### config.mk
export PLATFORM = sky130hd
export DESIGN_NAME = sbr_ctrl
export DESIGN_NICKNAME = d
export VERILOG_FILES = /design/src/sv/sbr_pkg.sv /design/src/sv/sbr_ctrl.sv
export SDC_FILE = /design/constraint.sdc
export NUM_CORES = 1
export LEC_CHECK = 0
export BUFFER_PORTS_ARGS = -buffer_cell sky130_fd_sc_hd__buf_2
export CAP_MARGIN = 30
export CELL_PAD_IN_SITES_DETAIL_PLACEMENT = 1
export CELL_PAD_IN_SITES_GLOBAL_PLACEMENT = 1
export CORE_ASPECT_RATIO = 0.5
export CORE_MARGIN = 2
export CORE_UTILIZATION = 40
export DETAILED_ROUTE_END_ITERATION = 16
export PLACE_DENSITY_LB_ADDON = 0.1
export SLEW_MARGIN = 20
export SYNTH_ARGS = -nofsm -noshare
export SYNTH_HDL_FRONTEND = slang
export SYNTH_SLANG_ARGS = --single-unit
### constraint.sdc
create_clock -name clk_i -period 5.2 [get_ports clk_i]
set_clock_uncertainty 0.05 [all_clocks]
set_input_delay 0.78 -clock clk_i [delete_from_list [all_inputs] [get_ports clk_i]]
set_output_delay 0.78 -clock clk_i [all_outputs]
set_load 0.02 [all_outputs]
### src/sv/sbr_pkg.sv
package sbr_pkg;

  localparam int NumW  = 59;
  localparam int MagW  = 58;
  localparam int DenW  = 57;

  localparam logic [10:0] MaxRows     = 11'd1024;
  localparam logic [4:0]  MaxFeatures = 5'd16;

  localparam logic [1:0] FUNC_LOAD_X = 2'd0;
  localparam logic [1:0] FUNC_LOAD_Y = 2'd1;
  localparam logic [1:0] FUNC_START  = 2'd2;

  localparam logic [1:0] CFG_ITERATIONS    = 2'd0;
  localparam logic [1:0] CFG_LEARNING_RATE = 2'd1;
  localparam logic [1:0] CFG_ROW_COUNT     = 2'd2;
  localparam logic [1:0] CFG_FEATURE_COUNT = 2'd3;

  localparam logic signed [31:0] DMax = 32'sh7FFF_FFFF;
  localparam logic signed [31:0] DMin = 32'sh8000_0000;

  typedef struct packed {
    logic [1:0]        func;
    logic [9:0]        row;
    logic [3:0]        col;
    logic signed [31:0] value;
  } in_t;

  typedef struct packed {
    logic [3:0]        feature;
    logic signed [31:0] estimate;
    logic              last;
  } out_t;

  typedef struct packed {
    logic       ld_x;
    logic       ld_y;
    logic       fit_start;
    logic       issue_acc;
    logic       issue_upd;
    logic       round0;
    logic [9:0] row;
    logic [3:0] feat;
    logic       eval;
    logic       best_clr;
    logic       div_start;
    logic       step_calc;
    logic       coef_upd;
    logic       out_load;
    logic [3:0] out_idx;
    logic       out_last;
  } cmd_t;

  typedef struct packed {
    logic pipe_busy;
    logic div_done;
    logic out_free;
  } sts_t;

  function automatic logic signed [49:0] drop16(input logic signed [64:0] v);
    logic [64:0] m;
    logic [48:0] s;
    m = v[64] ? 65'(-v) : 65'(v);
    s = m[64:16];
    drop16 = v[64] ? -$signed({1'b0, s}) : $signed({1'b0, s});
  endfunction

  function automatic logic signed [31:0] sat32(input logic signed [50:0] v);
    if (v > 51'sd2147483647) sat32 = DMax;
    else if (v < -51'sd2147483648) sat32 = DMin;
    else sat32 = v[31:0];
  endfunction

endpackage

### src/sv/sbr_ctrl.sv
module sbr_ctrl (
  input  logic           clk_i,
  input  logic           rst_ni,
  input  logic           in_valid_i,
  input  sbr_pkg::in_t   in_data_i,
  output logic           in_stall_o,
  input  logic [15:0]    iterations_i,
  input  logic [10:0]    n_i,
  input  logic [4:0]     p_i,
  input  sbr_pkg::sts_t  sts_i,
  output sbr_pkg::cmd_t  cmd_o
);

  localparam logic [3:0] S_IDLE = 4'd0;
  localparam logic [3:0] S_ACC  = 4'd1;
  localparam logic [3:0] S_ACCW = 4'd2;
  localparam logic [3:0] S_DIVS = 4'd3;
  localparam logic [3:0] S_DIVW = 4'd4;
  localparam logic [3:0] S_STEP = 4'd5;
  localparam logic [3:0] S_COEF = 4'd6;
  localparam logic [3:0] S_UPD  = 4'd7;
  localparam logic [3:0] S_UPDW = 4'd8;
  localparam logic [3:0] S_EMIT = 4'd9;

  logic [3:0]  state_q, state_d;
  logic [10:0] i_q, i_d;
  logic [3:0]  j_q, j_d;
  logic [15:0] it_q, it_d;
  logic [3:0]  k_q, k_d;
  logic        acc;
  logic        j_last, k_last, it_last;

  assign acc     = in_valid_i && (state_q == S_IDLE);
  assign j_last  = ({1'b0, j_q} + 5'd1) == p_i;
  assign k_last  = ({1'b0, k_q} + 5'd1) == p_i;
  assign it_last = ({1'b0, it_q} + 17'd1) == {1'b0, iterations_i};
  assign in_stall_o = state_q != S_IDLE;

  always_comb begin
    state_d = state_q;
    i_d     = i_q;
    j_d     = j_q;
    it_d    = it_q;
    k_d     = k_q;
    cmd_o   = '0;
    cmd_o.row    = i_q[9:0];
    cmd_o.feat   = j_q;
    cmd_o.round0 = it_q == 16'd0;
    cmd_o.out_idx  = k_q;
    cmd_o.out_last = k_last;
    case (state_q)
      S_IDLE: begin
        cmd_o.ld_x      = acc && in_data_i.func == sbr_pkg::FUNC_LOAD_X;
        cmd_o.ld_y      = acc && in_data_i.func == sbr_pkg::FUNC_LOAD_Y;
        cmd_o.fit_start = acc && in_data_i.func == sbr_pkg::FUNC_START;
        if (cmd_o.fit_start) begin
          it_d = '0;
          j_d  = '0;
          i_d  = '0;
          k_d  = '0;
          state_d = (iterations_i == 16'd0) ? S_EMIT : S_ACC;
        end
      end
      S_ACC: begin
        if (i_q < n_i) begin
          cmd_o.issue_acc = 1'b1;
          i_d = i_q + 11'd1;
        end else begin
          state_d = S_ACCW;
        end
      end
      S_ACCW: begin
        if (!sts_i.pipe_busy) begin
          cmd_o.eval = 1'b1;
          i_d = '0;
          if (j_last) begin
            state_d = S_DIVS;
          end else begin
            j_d = j_q + 4'd1;
            state_d = S_ACC;
          end
        end
      end
      S_DIVS: begin
        cmd_o.div_start = 1'b1;
        state_d = S_DIVW;
      end
      S_DIVW: begin
        if (sts_i.div_done) state_d = S_STEP;
      end
      S_STEP: begin
        cmd_o.step_calc = 1'b1;
        state_d = S_COEF;
      end
      S_COEF: begin
        cmd_o.coef_upd = 1'b1;
        i_d = '0;
        state_d = S_UPD;
      end
      S_UPD: begin
        if (i_q < n_i) begin
          cmd_o.issue_upd = 1'b1;
          i_d = i_q + 11'd1;
        end else begin
          state_d = S_UPDW;
        end
      end
      S_UPDW: begin
        if (!sts_i.pipe_busy) begin
          cmd_o.best_clr = 1'b1;
          i_d  = '0;
          j_d  = '0;
          it_d = it_q + 16'd1;
          state_d = it_last ? S_EMIT : S_ACC;
        end
      end
      S_EMIT: begin
        if (sts_i.out_free) begin
          cmd_o.out_load = 1'b1;
          k_d = k_q + 4'd1;
          if (k_last) state_d = S_IDLE;
        end
      end
      default: state_d = S_IDLE;
    endcase
  end

  always_ff @(posedge clk_i or negedge rst_ni) begin
    if (!rst_ni) begin
      state_q <= S_IDLE;
      i_q     <= '0;
      j_q     <= '0;
      it_q    <= '0;
      k_q     <= '0;
    end else begin
      state_q <= state_d;
      i_q     <= i_d;
      j_q     <= j_d;
      it_q    <= it_d;
      k_q     <= k_d;
    end
  end

endmodule

# Yosys cells after proc, flatten, opt, wreduce, memory -nomap -nowiden
# Cells that the tools add are included.
dict set report totals {
  regBits 39
  inputBits 86
  out_inout_bits 32
  wordCells 96
}
dict set report op_classes {
  add_sub_neg 7
  n_lt_le_gt_ge 1
  eq_ne 25
  mux 38
  reduce_logical 20
}
# cell n
set op_table {}
lappend op_table {{$mux 4} 15}
lappend op_table {{$pmux 11 s4} 1}
lappend op_table {{$pmux 4 s10} 1}
lappend op_table {{$mux 11} 3}
lappend op_table {{$logic_not 16->1} 2}
lappend op_table {{$mux 16} 2}
lappend op_table {{$pmux 16 s2} 1}
lappend op_table {{$ne 2x2->1 const B} 9}
lappend op_table {{$add 16x1->17 const B} 1}
lappend op_table {{$eq 17x16->1} 1}
lappend op_table {{$add 16x1->16 const B} 1}
lappend op_table {{$eq 4x3->1 const B} 4}
lappend op_table {{$pmux 4 s3} 1}
lappend op_table {{$add 11x1->11 const B} 1}
lappend op_table {{$lt 11x11->1} 1}
lappend op_table {{$mux 1} 11}
lappend op_table {{$add 4x1->5 const B} 2}
lappend op_table {{$eq 5x5->1} 2}
lappend op_table {{$add 4x1->4 const B} 2}
lappend op_table {{$eq 4x2->1 const B} 2}
lappend op_table {{$eq 4x4->1 const B} 2}
lappend op_table {{$pmux 4 s2} 1}
lappend op_table {{$reduce_and 8->1} 1}
lappend op_table {{$reduce_bool 4->1} 2}
lappend op_table {{15 further kinds} 22}

# Depth between registers and ports, before layout
# Gate-level depths: netlist (run 1).
dict set report depth {
  word_depth 5
  ltp_mapped 9
  depth_no_buf 9
}

# Worst setup path after synthesis (run 1)
# OpenSTA, ideal clock, no wires.
dict set report synth_timing {
  kind {input -> output}
  startpoint {input n_i[9]}
  endpoint {output cmd_o[27] in the netlist's numbering}
  t_arrival_ns 2.481
  t_required_ns 4.370
  setup_slack_ns 1.889
  path_stages 7
  n_path_buf 0
  cell_sequence {inv_1 ha_1 a21o_1 a21oi_1 and2_1 a31oi_1 nor4_1}
}
# item line
set synth_lines {}
lappend synth_lines {{start, declared} sbr_ctrl.sv:8} ;# input logic [10:0] n_i,
lappend synth_lines {{end, declared} sbr_ctrl.sv:11} ;# output sbr_pkg::cmd_t cmd_o

==> qor.txt, run 1 <==
Status: finished, final reports clean
Switching portion of total power: 0.429
Slowest-stage cell, CP: dfrtp_1
PortBufs: 71
Die W: 136 µm
Total track usage: 0.229
Clock slew at the register clock pins of the worst setup and hold paths: 60 ps
Share of layout cells above drive strength 1: 0.180
Ys Warns: 0
Ranking of synthesized cells by area: dfrtp_1 (28%), ha_1 (5.4%), xnor2_1 (5.0%), o21ai_0 (4.6%), nor2_1 (4.2%)
Design area: 0.00404 mm²
GPL Wtd Cong: 0.788
DR pass1 iterations: 4
Final period util: 0.716
Starting Density: 0.407
CTS tree: yes
Leakage: 0.00185 µW
Final Critical Period: 3720 ps
CP Class: reg2out
H-tree depth: 2
Max VDD drop: 0.000152 V
Req. time, crit path: 4370 ps
PostCTS Resize Cnt: 0
Setup TNS Final: 0 ps
First-pass GRT wire length: 17,200 µm
CP max FO: 22
Die area: 0.00954 mm²
Crit path DAT: 2890 ps
Synth Register Bits: 39
Post-CTS setup buffer count: 0
Core Region: 0.00859 mm²
Post-synthesis cell type count: 58
Largest net degree at the start of global routing: 30
Vias per inst: 5.62
Final net count: 594
Initial antenna violation count: 0
Root Driver: clkbuf_16
# DRC: 0
Final Slew Violations: 0
HP Class: in2async
MaxCap Viol Count: 0
Post-synthesis instance total: 442
Max incr delay on CP: 770 ps
Clock power share: 0.254
Fmax achieved: 269 MHz
N_diodes: 0
R2r setup slk: 2240 ps
Hold Fails Final Rpt: 0
Pint: 841 µW
Comb pwr share: 0.424
Filler cell count: 1,110
Worst slew margin: 0.388
Sequential fraction of the synthesis area: 0.279
Slew @ Worst Pin: 909 ps
Number of global-route vias before repair: 3,417
Worst setup EP type: output port
Vias: 3,433
Row count: 24
Synthesized net count: 543
Die H: 70.1 µm
Post-layout util: 0.470
Post-synth EDFFs: 0
Clock sinks: 39
Worst setup SP type: register
Clock Tree Buf Depth: 2
Post-Route WL: 10,400 µm
CTS buffer count: 5
Post-synth ARST share: 1.00
Worst R2R Path Depth: 7
Synthesis-to-finish area growth: 15.6%
Ports: 118
Post-place instance area: 0.00386 mm²
Commonest register cell after synthesis: dfrtp_1
Post-synth top area cell: dfrtp_1
Power Dens Cells: 365 mW/mm²
Post-DP HPWL: 7880 µm
RSZ-0062 raised after global routing: no
Starting DRC count in detailed routing: 142
Clock network latency to the later pin of the worst-skew pair: 290 ps
Crit-path cells: nor3_1 -> nand2_1 -> clkinv_1 -> buf_2
Dpl cells: 603
Post-route antenna net violation count: 0
CTS Hold Buffers Added: 0
Top cell type's share of synthesized area: 0.279
Seq pwr share: 0.322
Post-DR wirelength/cell: 17.0 µm
Synth cell count leaders: dfrtp_1 (39), nor2_1 (39), o21ai_0 (32)
Setup Viol. Count Final: 0
Avg Cell Area, Syn: 7.90 µm²
Area of the mapped netlist: 0.00349 mm²
Net Sw Power: 632 µW
Fin cells: 611
Overflow after GRT: 0
[placed cells by master, fill, tap and decap left out, drive strengths merged, types with 5 or more instances in the layout]
cell	instances
buf	74
nor2	39
dfrtp	39
o21ai	33
nand2	30
inv	23
nor3	22
nand3	21
xnor2	20
xor2	16
ha	15
nand2b	12
a21oi	12
o31ai	12
a31oi	10
nor4	9
and2	9
and3	8
a22oi	8
a21o	7
clkbuf	6
or3	5
a22o	5
a211oi	5
[layout make-up]
type / count / area, µm² / area share
multi-input combinational: 349 / 2260 / 0.560
clock inverter: 2 / 35.0 / 0.00868
tap: 117 / 146 / 0.0363
timing repair buffer: 74 / 390 / 0.0967
inverter: 24 / 90.1 / 0.0223
clock buffer: 6 / 139 / 0.0344
sequential: 39 / 976 / 0.242
[power by group through the flow]
stage          Clock (µW)  Sequential [µW]  Combinational, µW
6_report              374              474                624
5_1_grt               392              492                695
4_1_cts               383              475                635
3_5_place_dp            0              481                626
3_3_place_gp            0              480                608
2_1_floorplan           0              434                480
[state kept, by name, indices dropped and copies added, names as in the netlist]
signal / count
j_q: 4
k_q: 4
i_q: 11
it_q: 16
state_q: 4
[routing by layer]
| layer | GRT usage | wire length [µm] | share of wire | up-vias |
|---|---|---|---|---|
| met1 | 0.307 | 5050 | 0.48 | 1673 |
| li1 | - | - | - | 1692 |
| met4 | 0.0509 | 112 | 0.011 | 0 |
| met5 | 0 | 0 | 0 | - |
| met3 | 0.0436 | 420 | 0.040 | 12 |
| met2 | 0.382 | 4830 | 0.46 | 56 |
[worst paths after layout]
check | endpoint | start
worst max-delay path | cmd_o[9] | state_q[2]
worst min-delay path | it_q[5] | rst_ni
worst max register to register | i_q[7] | state_q[1]
worst min register to register | j_q[1] | j_q[1]
max in group asynchronous | i_q[5] | rst_ni
min in group clk_i | j_q[1] | j_q[1]
[worst max-delay path: cells and delay by family (launching register included)]
family | cells | cell delay [ps]
buffers and inverters | 2 | 930
AND/OR/NAND/NOR | 2 | 880
flip-flops | 1 | 770
[stage by stage]
step / total power [µW] / setup slack (ps) / hold WS, ps
floorplan: 914 / 1890 / 434
global placement: 1090 / 1780 / 469
detailed placement: 1110 / 1760 / 482
CTS: 1490 / 1450 / 323
global route: 1580 / 1270 / 333
finish: 1470 / 1480 / 320
[logic make-up (layout without fill, tap and decap cells)]
group / Yosys count / count (layout) / synth area share
adder cells (fa/ha/maj): 15 / 15 / 0.0537
XOR/XNOR: 36 / 36 / 0.0903
AO/OA/AOI/OAI: 109 / 109 / 0.210
flip-flops: 39 / 39 / 0.279
AND/OR/NAND/NOR: 182 / 182 / 0.272
multiplexers: 7 / 7 / 0.0211
buffers and inverters: 54 / 106 / 0.0734
Power figures use the tool's default switching activity.
==> run 2, diff against run 1 <==
- ABC_AREA: not set -> 1
- CORE_UTILIZATION: 40 -> 35
- clock period: 5.2 -> 3.47 ns (I/O delays scaled with it)
==> qor.txt, run 2 <==
Commonest register cell after synthesis: dfrtp_1
Worst slew margin: 0.695
Filler cell count: 1,271
Max incr delay on CP: 450 ps
Post-route antenna net violation count: 0
CP Class: reg2out
N_diodes: 0
CTS tree: yes
Synth Register Bits: 39
Vias per inst: 4.97
Ports: 118
Post-CTS setup buffer count: 0
Fmax achieved: 411 MHz
Switching portion of total power: 0.481
# DRC: 0
CTS Hold Buffers Added: 0
Post-synth top area cell: dfrtp_1
Cell with the most instances after synthesis: nand2_1
Die H: 73.3 µm
Share of layout cells above drive strength 1: 0.181
Most frequent cells in the layout: nand2_1 (133), inv_1 (78), buf_2 (71), nand3_1 (58), nor2_1 (43)
Power Dens Cells: 664 mW/mm²
Max FFs per register: 16
MaxCap Viol Count: 0
Vias: 3,461
RSZ-0062 raised after global routing: no
HP Class: in2async
Largest net degree at the start of global routing: 24
R2R Path End: state_q[3]
Final net count: 676
Top flop regs: it_q (16), i_q (11)
Status: finished, final reports clean
Slew @ Worst Pin: 453 ps
Comb pwr share: 0.504
CP max FO: 6
Final Slew Violations: 0
Sequential fraction of the synthesis area: 0.291
Synthesis-to-finish area growth: 17.5%
Post-synthesis instance total: 510
Max VDD drop: 0.000244 V
H-tree depth: 2
Post-DP HPWL: 8130 µm
Worst setup SP type: register
Req. time, crit path: 2900 ps
Most frequent CP cell: nand2_1
Leakage: 0.00211 µW
Starting Density: 0.358
Die W: 143 µm
Post-synth EDFFs: 0
Overflow after GRT: 0
First-pass GRT wire length: 16,900 µm
Root Driver: clkbuf_16
Clock sinks: 39
Worst hold margin: 130 ps
Worst setup EP type: output port
Setup TNS Final: 0 ps
Largest Register: it_q
Post-synth ARST share: 1.00
R2r setup slk: 1210 ps
Reg2reg start: it_q[0]
PostCTS Resize Cnt: 0
Worst R2R Path Depth: 15
PortBufs: 71
Ys Warns: 0
Most common cell after layout, fill and taps aside: nand2_1
Slowest-stage cell, CP: dfrtp_1
Initial antenna violation count: 0
Total track usage: 0.206
Net Sw Power: 1260 µW
Post-synthesis cell type count: 32
Post-DR wirelength/cell: 14.4 µm
Seq pwr share: 0.285
Clock network latency to the later pin of the worst-skew pair: 280 ps
DR pass1 iterations: 4
Crit path DAT: 1860 ps
Setup Viol. Count Final: 0
Number of global-route vias before repair: 3,472
Final period util: 0.702
Ranking of synthesized cells by area: dfrtp_1 (29%), nand2_1 (15%), inv_1 (8.7%), nand3_1 (8.6%), ha_1 (5.6%)
Pint: 1360 µW
Row count: 25
Starting DRC count in detailed routing: 83
Clock power share: 0.211
Die area: 0.0104 mm²
Top cell type's share of synthesized area: 0.291
Clock Tree Buf Depth: 2
CTS buffer count: 5
Hold Fails Final Rpt: 0
Avg Cell Area, Syn: 6.58 µm²
Clock slew at the register clock pins of the worst setup and hold paths: 60 ps
Final Critical Period: 2440 ps
Crit-path cells: ha_1 -> or2_1 -> nand2_1 -> nor2_1 -> nor3_1 -> nand2_1 -> inv_1 -> buf_2
Area of the mapped netlist: 0.00336 mm²
Post-Route WL: 10,100 µm
GPL Wtd Cong: 0.805
Synth cell count leaders: nand2_1 (133), inv_1 (78), nand3_1 (58)
Core Region: 0.00938 mm²
Synthesized net count: 611
Worst setup path startpoint: k_q[0]
-- run 2: changes by cell type after synthesis, sizes merged, moves of 11 or more --
| cell | before | now |
|---|---|---|
| nor2 | 39 | 52 |
| nand4 | 4 | 16 |
| nor3 | 22 | 11 |
| inv | 23 | 84 |
| xnor2 | 20 | 4 |
| o22ai | 1 | 12 |
| nand2 | 30 | 140 |
| nand2b | 12 | 0 |
| clkbuf | 13 | 0 |
| nand3 | 21 | 58 |
| o31ai | 12 | 0 |
-- run 2: kinds of logic (layout without fill, tap and decap cells) --
group,count (synthesis),count (layout),synth area share
adder cells (fa/ha/maj),15,15,0.0559
flip-flops,39,39,0.291
buffers and inverters,101,167,0.132
AND/OR/NAND/NOR,285,285,0.383
XOR/XNOR,19,19,0.0540
AO/OA/AOI/OAI,51,51,0.0846
-- run 2: final cells by class --
cell class | count | area [µm²] | area share
sequential | 39 | 976 | 0.247
clock buffer | 6 | 139 | 0.0352
multi-input combinational | 370 | 1940 | 0.491
clock inverter | 2 | 35.0 | 0.00888
inverter | 86 | 323 | 0.0818
timing repair buffer | 73 | 383 | 0.0971
tap | 121 | 151 | 0.0384
-- run 2: worst max-delay path by stage --
stage                  to  slack, ps  cells after the start
2_1_floorplan   cmd_o[25]       1370                      5
3_3_place_gp   state_q[2]       1090                     13
3_5_place_dp   state_q[2]       1060                     13
4_1_cts          cmd_o[0]       1010                      8
5_1_grt          cmd_o[0]        910                      8
6_report         cmd_o[0]       1030                      8
-- run 2: per-stage QoR --
step / cells / total power [µW] / instance area (µm²) / util / setup WS (ps)
floorplan: 510 / 1780 / 3360 / - / 1370
global placement: 688 / 2070 / 3750 / 0.400 / 1090
detailed placement: 689 / 2090 / 3770 / 0.402 / 1060
CTS: 697 / 2660 / 3950 / 0.420 / 1010
global route: 697 / 2870 / 3950 / 0.420 / 907
finish: 697 / 2620 / 3950 / 0.420 / 1030
-- run 2: worst max-delay path, delay by kind of cell (launching register included) --
kind | cells | cell delay (ps)
AND/OR/NAND/NOR | 5 | 670
flip-flops | 1 | 450
adder cells (fa/ha/maj) | 1 | 260
buffers and inverters | 2 | 210
-- run 2: metal layers --
| metal | up-vias | track usage | share of wire |
|---|---|---|---|
| met5 | - | 0 | 0 |
| met4 | 0 | 0.0264 | 0.0031 |
| met3 | 2 | 0.0300 | 0.025 |
| met2 | 35 | 0.368 | 0.48 |
| met1 | 1659 | 0.276 | 0.50 |
| li1 | 1765 | - | - |
-- run 2: power groups by stage --
stage / Sequential, µW / Clock, µW / Combinational [µW]
2_1_floorplan: 706 / 0 / 1080
3_3_place_gp: 753 / 0 / 1310
3_5_place_dp: 756 / 0 / 1340
4_1_cts: 748 / 567 / 1340
5_1_grt: 775 / 590 / 1500
6_report: 747 / 553 / 1320
==> run 3, diff against run 2 <==
- clock period: 3.47 -> 2.4 ns (I/O delays scaled with it)
==> qor.txt, run 3 (synthesis gave the netlist of run 2 again) <==
Final Critical Period: 2260 ps
Core Region: 0.00938 mm²
Clock network latency to the later pin of the worst-skew pair: 280 ps
Worst slew margin: 0.541
Setup TNS Final: 0 ps
Overflow after GRT: 0
Fin cells: 706
Seq pwr share: 0.283
CP max FO: 6
Largest Register: it_q
Ports: 118
HP Class: in2async
Status: finished, final reports clean
Pre-CTS WS: 312 ps
PostCTS Resize Cnt: 0
CTS tree: yes
Req. time, crit path: 1990 ps
RSZ-0062 raised after global routing: no
CTS buffer count: 5
R2r setup slk: 320 ps
Worst R2R Path Depth: 15
Largest net degree at the start of global routing: 26
Most frequent CP cell: nand2_1
MaxCap Viol Count: 0
Most common cell after layout, fill and taps aside: nand2_1
Top flop regs: it_q (16), i_q (11)
Max FFs per register: 16
CP Class: reg2out
Final net count: 685
DR pass1 iterations: 4
Hold Fails Final Rpt: 0
Total track usage: 0.206
Net Sw Power: 1830 µW
Die H: 73.3 µm
Row count: 25
Synthesis-to-finish area growth: 18.3%
CP top delay family: simple AND/OR/NAND/NOR gates
Post-route antenna net violation count: 0
CTS Hold Buffers Added: 0
Slowest-stage cell, CP: dfrtp_2
Pint: 1880 µW
PortBufs: 71
Crit path DAT: 1850 ps
Crit-path cells: ha_1 -> or2_1 -> nand2_1 -> nor2_1 -> nor3_1 -> nand2_1 -> inv_1 -> buf_2
Worst setup EP type: output port
Clock power share: 0.175
Clock sinks: 39
GPL Wtd Cong: 0.848
First-pass GRT wire length: 16,900 µm
Max VDD drop: 0.000405 V
Starting Density: 0.358
Post-DR wirelength/cell: 14.6 µm
Die W: 143 µm
Final period util: 0.940
Post-CTS setup buffer count: 0
Worst setup SP type: register
Die area: 0.0104 mm²
Most frequent cells in the layout: nand2_1 (133), inv_1 (78), buf_2 (71), nand3_1 (57), nor2_1 (43)
Switching portion of total power: 0.493
Starting DRC count in detailed routing: 119
Leakage: 0.00214 µW
Fmax achieved: 443 MHz
Vias per inst: 4.95
Slew @ Worst Pin: 689 ps
Number of global-route vias before repair: 3,464
Clock Tree Buf Depth: 2
Power Dens Cells: 935 mW/mm²
Post-Route WL: 10,300 µm
Filler cell count: 1,264
Post-DP HPWL: 8300 µm
Share of layout cells above drive strength 1: 0.193
Dpl cells: 698
Setup Viol. Count Final: 0
Comb pwr share: 0.542
Initial antenna violation count: 0
H-tree depth: 2
R2R Path End: state_q[3]
Vias: 3,498
# DRC: 0
Reg2reg start: it_q[1]
Buf/Inv on CP: 2
N_diodes: 0
Max incr delay on CP: 450 ps
Final Slew Violations: 0
Clock slew at the register clock pins of the worst setup and hold paths: 60 ps
Setup WS post-layout: 145 ps
Root Driver: clkbuf_16
==> run 3: metal layers <==
metal  part of all wire  track usage  wire (µm)
met5                  0            0          0
met4             0.0078       0.0385         80
met3              0.027       0.0339        280
met2               0.47        0.354       4790
met1               0.50        0.281       5130
==> run 3: cell type report <==
| type | count | area (µm²) | area share |
|---|---|---|---|
| multi-input combinational | 370 | 1940 | 0.489 |
| timing repair buffer | 82 | 438 | 0.110 |
| tap | 121 | 151 | 0.0381 |
| clock inverter | 1 | 5.00 | 0.00126 |
| sequential | 39 | 977 | 0.246 |
| inverter | 86 | 323 | 0.0813 |
| clock buffer | 7 | 133 | 0.0334 |
==> run 3: worst max-delay path by stage <==
stage / startpoint / end / cells after the start
2_1_floorplan: k_q[0] / state_q[2] / 11
3_3_place_gp: k_q[0] / state_q[2] / 11
3_5_place_dp: n_i[10] / state_q[2] / 12
4_1_cts: k_q[0] / cmd_o[0] / 8
5_1_grt: k_q[0] / cmd_o[0] / 8
6_report: k_q[0] / cmd_o[0] / 8
==> run 3: power by group through the flow <==
stage                     logic [µW]  registers (µW)  clock network [µW]
after detailed placement        2020            1050                   0
after global placement          2000            1060                   0
after floorplan                 1550            1020                   0
final                           2010            1050                 650
after CTS                       2030            1050                 671
after global routing            2270            1080                 699
==> run 3: through the flow <==
stage	hold WS (ps)	cell area, µm²	utilization	total power [µW]
2_1_floorplan	14.4	3360	-	2580
3_3_place_gp	383	3830	0.408	3050
3_5_place_dp	387	3830	0.408	3070
4_1_cts	81.6	3960	0.422	3740
5_1_grt	94.7	3970	0.423	4050
6_report	70.1	3970	0.423	3710
==> run 3: worst register-to-register path: cells and delay by family (launching register included) <==
kind,cells,cell delay (ps)
and+or+nand+nor,13,1090
DFF,1,420
adders and majority gates,1,280
buffers and inverters,1,180
